$ cat config.mk
export PLATFORM = sky130hd
export DESIGN_NAME = gbs_queue
export DESIGN_NICKNAME = d
export VERILOG_FILES = /design/src/gbs_pkg.sv /design/src/gbs_queue.sv
export SDC_FILE = /design/constraint.sdc
export NUM_CORES = 1
export LEC_CHECK = 0
export BUFFER_PORTS_ARGS = -buffer_cell sky130_fd_sc_hd__buf_2
export CELL_PAD_IN_SITES_DETAIL_PLACEMENT = 1
export CELL_PAD_IN_SITES_GLOBAL_PLACEMENT = 1
export CORE_MARGIN = 10
export CORE_UTILIZATION = 47
export CTS_CLUSTER_SIZE = 25
export DETAILED_ROUTE_END_ITERATION = 10
export PLACE_DENSITY_LB_ADDON = 0.1
export SLEW_MARGIN = 20
export SYNTH_ARGS = -nofsm -noshare
export SYNTH_HDL_FRONTEND = slang
export SYNTH_SLANG_ARGS = --single-unit
$ cat constraint.sdc
create_clock -name clk -period 10.67 [get_ports clk]
set_input_delay 1.067 -clock clk [delete_from_list [all_inputs] [get_ports clk]]
set_output_delay 1.067 -clock clk [all_outputs]
set_load 0.01 [all_outputs]
$ cat src/gbs_pkg.sv
// ============================================================================
// gbs_pkg
// shared types, constants and helpers of the greedy box suppression unit
// ============================================================================
package gbs_pkg;

    localparam int MAX_KEPT   = 64;
    localparam int COORD_BITS = 16;

    localparam int CW      = COORD_BITS;
    localparam int EW      = CW + 1;
    localparam int AW      = 2 * CW;
    localparam int THR_W   = 16;
    localparam int IDX_W   = 16;
    localparam int CNT_W   = $clog2(MAX_KEPT + 1);
    localparam int ADDR_W  = (MAX_KEPT > 1) ? $clog2(MAX_KEPT) : 1;
    localparam int UH_W    = AW + 1 - THR_W;
    localparam int PH_W    = THR_W + UH_W;
    localparam int Q_W     = PH_W + 1;
    localparam int QDEPTH  = 2;
    localparam int QPTR_W  = (QDEPTH > 1) ? $clog2(QDEPTH) : 1;
    localparam int QCNT_W  = $clog2(QDEPTH + 1);

    localparam logic [THR_W-1:0] THR_RESET = THR_W'(29491);
    localparam logic [IDX_W-1:0] IDX_MAX   = {IDX_W{1'b1}};

    typedef struct packed {
        logic          frame_start;
        logic [EW-1:0] left;
        logic [EW-1:0] top;
        logic [EW-1:0] right;
        logic [EW-1:0] bottom;
        logic [AW-1:0] area;
        logic [IDX_W-1:0] index;
    } job_t;

    typedef struct packed {
        logic [EW-1:0] left;
        logic [EW-1:0] top;
        logic [EW-1:0] right;
        logic [EW-1:0] bottom;
        logic [AW-1:0] area;
    } kept_t;

    localparam int ENTRY_W = $bits(kept_t);

    typedef struct packed {
        logic             keep;
        logic [IDX_W-1:0] index;
        logic             full;
    } result_t;

    typedef enum logic [1:0] {
        BK_IDLE,
        BK_SCAN,
        BK_DRAIN,
        BK_DONE
    } back_state_t;

    // overlap of two intervals, zero when disjoint or touching
    function automatic logic [CW-1:0] span(
        input logic [EW-1:0] lo_a,
        input logic [EW-1:0] hi_a,
        input logic [EW-1:0] lo_b,
        input logic [EW-1:0] hi_b
    );
        logic [EW-1:0] lo;
        logic [EW-1:0] hi;
        logic [EW-1:0] diff;
        lo   = (lo_a > lo_b) ? lo_a : lo_b;
        hi   = (hi_a < hi_b) ? hi_a : hi_b;
        diff = hi - lo;
        return (hi > lo) ? diff[CW-1:0] : '0;
    endfunction

endpackage

$ cat src/gbs_queue.sv
// ============================================================================
// gbs_queue
// two-entry queue between the input stage and the suppression engine
// ============================================================================
module gbs_queue (
    input  logic           clk,
    input  logic           rst_n,
    input  logic           in_valid,
    output logic           in_ready,
    input  gbs_pkg::job_t  in_job,
    output logic           out_valid,
    input  logic           out_pop,
    output gbs_pkg::job_t  out_job
);
    import gbs_pkg::*;

    job_t              mem_reg [QDEPTH];
    logic [QPTR_W-1:0] wp_reg;
    logic [QPTR_W-1:0] rp_reg;
    logic [QCNT_W-1:0] cnt_reg;
    logic              wr;
    logic              rd;

    assign in_ready  = (cnt_reg != QCNT_W'(QDEPTH));
    assign out_valid = (cnt_reg != '0);
    assign wr        = in_valid && in_ready;
    assign rd        = out_pop && out_valid;
    assign out_job   = mem_reg[rp_reg];

    always_ff @(posedge clk or negedge rst_n)
    begin
        if (!rst_n)
        begin
            wp_reg  <= '0;
            rp_reg  <= '0;
            cnt_reg <= '0;
        end
        else
        begin
            if (wr)
            begin
                wp_reg <= wp_reg + QPTR_W'(1);
            end
            if (rd)
            begin
                rp_reg <= rp_reg + QPTR_W'(1);
            end
            if (wr && !rd)
            begin
                cnt_reg <= cnt_reg + QCNT_W'(1);
            end
            else if (rd && !wr)
            begin
                cnt_reg <= cnt_reg - QCNT_W'(1);
            end
        end
    end

    always_ff @(posedge clk)
    begin
        if (wr)
        begin
            mem_reg[wp_reg] <= in_job;
        end
    end

endmodule

==> results of run 1 <==
==> cells in the mapped netlist, drive strengths merged <==
library cell	n	area share (%)
edfxtp	234	81
mux2	117	16
buf	13	1.0
dfrtp	4	1.2
xnor2	3	0.30
nand2	2	0.086
nor2	2	0.086
xor2	2	0.20
and3	1	0.072
ha	1	0.14
inv	1	0.043
nand2b	1	0.072
or2	1	0.072
==> metal layers <==
metal / global-route usage [%] / vias to the layer above / wire (um)
met5: 0 / - / 0
met4: 4.496 / 0 / 411
met3: 5.211 / 33 / 1573
met2: 27.45 / 162 / 10410
met1: 17.56 / 2213 / 7702
li1: - / 2045 / -
==> layout by cell type (no fill, tap or decap) <==
cell / count
inv_1: 1
buf_2: 239
mux2_4: 20
edfxtp_1: 234
nand2b_1: 1
xor2_1: 2
buf_4: 3
clkinv_2: 5
dfrtp_1: 3
or2_2: 1
diode_2: 4
clkinv_1: 7
clkbuf_16: 25
nor2_1: 1
buf_16: 1
nand2_1: 2
nor2_4: 1
dfrtp_4: 1
xnor2_1: 3
buf_6: 1
mux2_2: 97
ha_1: 1
and3_4: 1
bufinv_16: 4
clkbuf_1: 3
==> kinds of logic after synthesis <==
logic type               Yosys count  synth area share [%]
buffers and inverters             14                 1.078
AND/OR/NAND/NOR                    7                0.3884
multiplexers                     117                 16.00
XOR/XNOR                           5                0.5033
flip-flops                       238                 81.89
adder cells (fa/ha/maj)            1                0.1437
==> area by class of cell <==
class / instances / area (um^2)
clock inverter: 16 / 171.4
timing repair buffer: 244 / 1257
antenna: 4 / 10.01
sequential: 238 / 7131
fill: 1623 / 7094
clock buffer: 28 / 636.9
multi-input combinational: 130 / 1495
inverter: 1 / 3.754
tap: 229 / 286.5
==> worst max-delay path, cell delays in order, from the launching register on <==
cell and delay (ns):
dfrtp_4 0.94, buf_4 0.82, mux2_2 0.43, buf_2 0.14
==> report_power, final <==
part	total, W	switching (W)	internal (W)
Sequential	0.00137	0.0000938	0.00128
Clock	0.000856	0.000334	0.000522
Combinational	0.000876	0.000467	0.000410
Total	0.00311	0.000895	0.00221
==> path summary, 6_finish.rpt <==
check | start | end | slack (ns) | cells past startpoint
max | rp_reg | out_job[92] | 6.64 | 3
max reg2reg | cnt_reg[0] | mem_reg[1][26] | 8.31 | 4
max in group asynchronous | rst_n | rp_reg | 10.18 | 1
min | rst_n | rp_reg | 0.35 | 1
min reg2reg | cnt_reg[1] | cnt_reg[1] | 0.49 | 1
min in group clk | cnt_reg[1] | cnt_reg[1] | 0.49 | 1
==> metrics by stage <==
step	util [%]	total power, W	instances	hold WS (ns)
2_1_floorplan	-	0.001951	382	0.4559
3_3_place_gp	56.08	0.002258	841	0.4703
3_5_place_dp	56.23	0.002298	842	0.4819
4_1_cts	60.70	0.003160	886	0.3289
5_1_grt	60.75	0.003259	888	0.3278
6_report	60.77	0.003106	890	0.3517
==> metrics.yaml, run 1 <==
outcome: "finished, final reports clean"
portBuffers: 239
path_clk_slew_ns: 0.06
worstSetupStartpointType: "register"
max_freq_ghz: 0.2484
cp-end-kind: "output pin"
synth_area_um2: 8703
cts_max_level: 1
drtIter0Drc: 358
post-cts-setup-buffers: 0
slew_viol_final: 0
synth_cell_type_count: 15
num_vias: 4453
drc: 0
cts_resized: 0
max-slew-margin-rel_pct: 38.97
die_w_um: 156.1
synthCells: 382
drive_gt1_share_pct: 60.73
fin_crit_sh_pct: 37.73
die_y_um: 156.1
via_per_inst: 5.003
ys_ff_latch: 238
leakage_nw: 4.184
hp-class: "in -> async"
cts_tree: "built"
required_ns: 9.60
track_usage_pct: 15.55
dr.pass1.iters: 4
ir_drop_v: 0.0002417
grt_pass1_vias: 5066
largest_register_ffs: 234
final_area_um2: 10990
grt_setup_unrepaired: "false"
setup_ws_ns: 6.645
place_ws_ns: 7.116
grt_start_max_net_pins: 82
clockRootBuffer: "clkbuf_16"
fin_skew_ns: 0.01334
crit_type: "reg -> out"
cts_made_buffers: 25
core_um2: 18090
antenna_found_initial: 4
ant_nets: 0
finalNetCount: 762
syn_avg_cell_area_um2: 22.78
post_drt_wl_per_cell_um: 22.58
powerDensity_nw_per_um2: 282.6
hold_viol: 0
tightestPinTransition_ns: 0.9155
cts_buffer_depth: 3
setup_violations: 0
initial_core_util_pct: 48.12
dpl.hpwl_um: 14070
grt_pass1_wl_um: 29090
io_pins: 240
synth_nets: 504
cap_violations: 0
routed_wl_um: 20090
crit_path_max_fanout: 60
postPlaceCellArea_um2: 10170
rows: 49
yosysSeqAreaShare_pct: 81.89
die-area_um2: 24360
ys.warnings.count: 0
final.setup.tns_ns: 0
finalCriticalPeriod_ns: 4.025
crit_arrival_ns: 2.96
clkSinkCount: 238
place.gp.congestion: 0.7161
overflow: 0
insertion_delay_ns: 0.51
syn_to_final_growth_pct: 26.29
cts.hold.buffers_added: 0
No activity file was read; power rests on OpenSTA's default activity.
==> run 2, diff against run 1 <==
--- a/config.mk
+++ b/config.mk
@@ -9,7 +9,7 @@
 export CELL_PAD_IN_SITES_DETAIL_PLACEMENT = 1
 export CELL_PAD_IN_SITES_GLOBAL_PLACEMENT = 1
 export CORE_MARGIN = 10
-export CORE_UTILIZATION = 47
+export CORE_UTILIZATION = 40
 export CTS_CLUSTER_SIZE = 25
 export DETAILED_ROUTE_END_ITERATION = 10
 export PLACE_DENSITY_LB_ADDON = 0.1
==> constraint.sdc (replaced) <==
create_clock -name clk -period 3.51 [get_ports clk]
set_input_delay 0.351 -clock clk [delete_from_list [all_inputs] [get_ports clk]]
set_output_delay 0.351 -clock clk [all_outputs]
set_load 0.01 [all_outputs]
==> run 2 against run 1 <==
Net effect: flip-flop and latch count is the same; combinational power rose to 3.2 times the previous value; cell count up 5.3%; routed wire length down 3.0%; via count fell by 0.76%; critical path type unchanged; critical endpoint is now out_job[5]; largest power group unchanged; highest routed layer is now met5.
==> metrics.yaml, run 2 (synthesis results as in run 1) <==
crit_type: "reg -> out"
dr.pass1.iters: 4
cts_buffer_depth: 3
largest_register_ffs: 234
finalCriticalPeriod_ns: 2.445
required_ns: 3.16
grtUsageMet3_pct: 5.571
drive_gt1_share_pct: 60.15
cts_made_buffers: 25
worstSetupStartpointType: "register"
clkSinkCount: 238
drc: 0
max_freq_ghz: 0.4089
final_cell_count_no_fill: 937
grt_start_max_net_pins: 77
grt_setup_unrepaired: "false"
cts_tree: "built"
worst_setup_path_startpoint: "rp_reg"
powerDensity_nw_per_um2: 853.1
grt_pass1_wl_um: 29170
cap_violations: 0
die-area_um2: 28060
final_cell_mix: "buf_2, edfxtp_1, mux2_2"
track_usage_pct: 13.13
insertion_delay_ns: 0.50
io_pins: 240
via_per_inst: 4.716
fin_skew_ns: 0.007550
clockRootBuffer: "clkbuf_16"
ant_nets: 0
drtIter0Drc: 165
crit_arrival_ns: 2.09
dpl.hpwl_um: 13650
rows: 53
max-slew-margin-rel_pct: 39.07
leakage_nw: 4.189
outcome: "finished, final reports clean"
die_w_um: 167.5
core_um2: 21220
post_drt_wl_per_cell_um: 20.80
ir_drop_v: 0.0004258
grt_pass1_vias: 4931
total_power_w: 0.009445
crit_path_max_fanout: 76
finalNetCount: 764
antenna_found_initial: 4
fin_crit_sh_pct: 69.67
die_y_um: 167.5
placedCellCount: 889
post-cts-setup-buffers: 0
final.setup.tns_ns: 0
syn_to_final_growth_pct: 27.21
met1_usage_pct: 15.27
hold_viol: 0
min_from: "in_job[89]"
path_clk_slew_ns: 0.06
crit-reg2reg-launch: "cnt_reg[0]"
portBuffers: 239
place.gp.congestion: 0.7379
slew_viol_final: 0
tightestPinTransition_ns: 0.9139
cp-end-kind: "output pin"
place_ws_ns: 1.514
setup_violations: 0
overflow: 0
hp-class: "in -> reg"
final_common_cell: "buf_2"
initial_core_util_pct: 41.01
setup_ws_ns: 1.065
cts_resized: 0
grtUsageMet2_pct: 21.97
routed_wl_um: 19490
cts_max_level: 1
fillers: 2012
num_vias: 4419
grt.busiest_layer: "met2"
-- run 2: cell count changes in the layout (fill, tap and decap cells not counted), sizes merged --
cell and change:
clkbuf +8, diode -2, clkinv -7, dlygate4sd3 +1, buf +1
-- run 2: through the flow --
step                      util (%)  instance area, um^2  hold slack [ns]
after floorplan                  -                 8712          0.05541
after global placement       48.25                10240           0.1640
after detailed placement     48.25                10240           0.1669
after CTS                    52.15                11070          0.01161
after global routing         52.15                11070          0.01413
final                        52.18                11070          0.03682
-- run 2: metal layers --
metal | vias to the layer above | wire (um)
met5 | - | 27
met4 | 4 | 299
met3 | 36 | 2017
met2 | 175 | 9505
met1 | 2165 | 7638
li1 | 2039 | -
-- run 2: area by class of cell --
| cell class | instances | area [um^2] | share of cell area, % |
|---|---|---|---|
| multi-input cells | 130 | 1495 | 13.50 |
| well taps | 275 | 344.1 | 3.108 |
| inverters | 1 | 3.754 | 0.03390 |
| clock inverters | 9 | 140.1 | 1.266 |
| repair buffers | 246 | 1276 | 11.53 |
| diodes | 2 | 5.005 | 0.04520 |
| flip-flops and latches | 238 | 7131 | 64.40 |
| clock buffers | 36 | 676.9 | 6.114 |
-- run 2: worst max-delay path, cell delays in order, from the launching register on --
cell and delay [ns]:
dfrtp_4 0.53, buf_12 0.37, mux2_2 0.42, buf_2 0.15
-- run 2: timing repair --
action / CTS / global route
hold buffers: 1 / 0
setup endpoints to repair: 0 / 0
endpoints found under the hold margin: 4 / 0
-- run 2: path summary, 6_finish.rpt --
path                                        to  slack, ns  cells past startpoint
worst min register to register      cnt_reg[1]       0.51                      1
max in group asynchronous               rp_reg       3.14                      2
worst max register to register  mem_reg[0][39]       1.55                      4
worst min-delay path            mem_reg[0][89]       0.04                      1
min in group asynchronous               rp_reg       0.23                      2
worst max-delay path                out_job[5]       1.06                      3
-- run 2: power breakdown --
part / switching [W] / total [W] / internal [W] / leakage (nW)
logic: 0.00151 / 0.00276 / 0.00125 / 1.58
registers: 0.000172 / 0.00406 / 0.00389 / 2.22
clock network: 0.000998 / 0.00262 / 0.00163 / 0.394
==> run 3, diff against run 2 <==
==> constraint.sdc (replaced) <==
create_clock -name clk -period 2.1 [get_ports clk]
set_input_delay 0.21 -clock clk [delete_from_list [all_inputs] [get_ports clk]]
set_output_delay 0.21 -clock clk [all_outputs]
set_load 0.01 [all_outputs]
==> run 3 against run 2 <==
Net effect: total power increased by 70%; via count grew 11%; highest routed layer is now met4; count of clock-buffer cells in the layout shrank 1; worst hold slack better by 0.019 ns; flip-flop and latch count stayed put; clock skew increased by 0.015 ns; global-route usage up 1.5 points; sequential power is 67% higher; critical path depth unchanged; routed wire length increased by 9.5%; die area stayed put.
==> metrics.yaml, run 3 (synthesis results as in run 1) <==
drtIter0Drc: 154
grt_pass1_wl_um: 32730
grt_pass1_vias: 5681
final.setup.tns_ns: 0
outcome: "finished, final reports clean"
crit-reg2reg-launch: "cnt_reg[0]"
cts_max_level: 1
setup_violations: 0
antenna_found_initial: 0
worst_setup_path_startpoint: "rp_reg"
tightestPinTransition_ns: 0.4180
die_y_um: 167.5
crit_chain: "buf_16 > mux2_2 > buf_2"
leakage_nw: 4.732
finalCriticalPeriod_ns: 2.052
routed_wl_um: 21340
rows: 53
final_common_cell: "buf_2"
ant_nets: 0
seqCellArea_um2: 7131
place_ws_ns: 0.4104
path_clk_slew_ns: 0.06
post-cts-setup-buffers: 0
overflow: 0
ir_drop_v: 0.0008304
num_antenna_cells: 0
clkPwrFrac_pct: 26.1
worstSetupStartpointType: "register"
crit_path_max_incr_delay_ns: 0.48
critPathBufInv: 2
syn_to_final_growth_pct: 41.79
slew_viol_final: 0
cap_violations: 0
cp.depth: 3
crit_path_max_fanout: 44
final_area_um2: 12340
fin_skew_ns: 0.02276
drc: 0
critPathTopFamily: "flip-flops"
switching_share_pct: 29.05
io_pins: 240
portBuffers: 239
largest_register_ffs: 234
powerDensity_nw_per_um2: 1304
dr.pass1.iters: 4
cts_tree: "built"
postPlaceCellArea_um2: 10310
fin_crit_sh_pct: 97.70
place.gp.congestion: 0.7402
hold_viol: 0
seqPwrFrac_pct: 42.1
crit_type: "reg -> out"
drive_gt1_share_pct: 51.86
switchingPower_w: 0.004674
num_vias: 4885
finalNetCount: 885
power_frac_comb_pct: 31.8
multiInputGateArea_um2: 1518
die_w_um: 167.5
slowest_stage: "dfrtp_4"
die-area_um2: 28060
grt_setup_unrepaired: "true"
insertion_delay_ns: 0.52
dpl.hpwl_um: 13570
cts_buffer_depth: 3
rr_worst_depth: 3
r2r_end: "mem_reg[1][104]"
track_usage_pct: 14.58
regToRegSetupSlack_ns: 0.47
via_per_inst: 4.626
crit_arrival_ns: 1.84
intPower_w: 0.01141
crit_path_end: "out_job[111]"
final_cell_mix: "buf_2, edfxtp_1, dlygate4sd3_1"
max-slew-margin-rel_pct: 72.13
required_ns: 1.89
grt_start_max_net_pins: 72
clkSinkCount: 238
max_freq_ghz: 0.4874
clockRootBuffer: "clkbuf_16"
post_drt_wl_per_cell_um: 20.20
core_um2: 21220
fillers: 1957
hp-class: "in -> async"
setup_ws_ns: 0.04831
cp-end-kind: "output pin"
cts_made_buffers: 25
initial_core_util_pct: 41.01
-- run 3: changes by cell type in the layout (fill, tap and decap cells not counted), moves of 3 or more --
cell           change
buf_12             +3
buf_4              -3
clkinv_2           +4
dlygate4sd3_1    +119
-- run 3: worst reg2reg max path: cells and delay by family (launching register included) --
kind	cells	cell delay [ns]
AND/OR/NAND/NOR	2	0.56
flip-flops	1	0.41
buffers and inverters	1	0.31
-- run 3: layout make-up --
cell class / instances / share of cell area, %
Clock inverter: 10 / 0.8212
Sequential cell: 238 / 57.78
Clock buffer: 35 / 5.536
Inverter: 1 / 0.03042
Tap cell: 275 / 2.788
Multi-Input combinational cell: 130 / 12.30
Timing Repair Buffer: 367 / 20.74
-- run 3: power groups by stage --
stage,clock [W],combinational (W),sequential [W]
after global routing,0.00451,0.00554,0.00689
after detailed placement,0,0.00493,0.00686
after floorplan,0,0.00302,0.00681
final,0.00420,0.00511,0.00677
after global placement,0,0.00489,0.00679
after CTS,0.00434,0.00523,0.00679
-- run 3: timing repair --
item,in CTS,in global routing
setup endpoints to repair,86,25
gates cloned,1,0
hold buffers,120,0
hold endpoints to repair,240,0
gates resized for setup,2,2
-- run 3: worst min-delay path by stage --
stage,startpoint,end,slack (ns),cells after the start
after floorplan,rst_n,cnt_reg[0],-0.09,0
after global placement,rst_n,wp_reg,0.02,1
after detailed placement,rst_n,wp_reg,0.02,1
after CTS,rst_n,wp_reg,0.04,2
after global routing,rst_n,wp_reg,0.05,2
final,rst_n,wp_reg,0.06,2
-- run 3: layer usage --
metal	up-vias	GRT usage [%]	wire length, um
met3	31	5.033	1630
li1	2282	-	-
met4	0	3.142	405
met2	177	24.88	10550
met5	-	0	0
met1	2395	17.47	8748
-- run 3: per-stage QoR --
step	power (W)	instances	hold slack (ns)	util (%)
2_1_floorplan	0.009826	382	-0.08559	-
3_5_place_dp	0.01179	890	0.02328	48.60
6_report	0.01609	1056	0.05617	58.15
5_1_grt	0.01693	1056	0.04768	58.15
3_3_place_gp	0.01168	890	0.02225	48.60
4_1_cts	0.01636	1056	0.03961	58.12
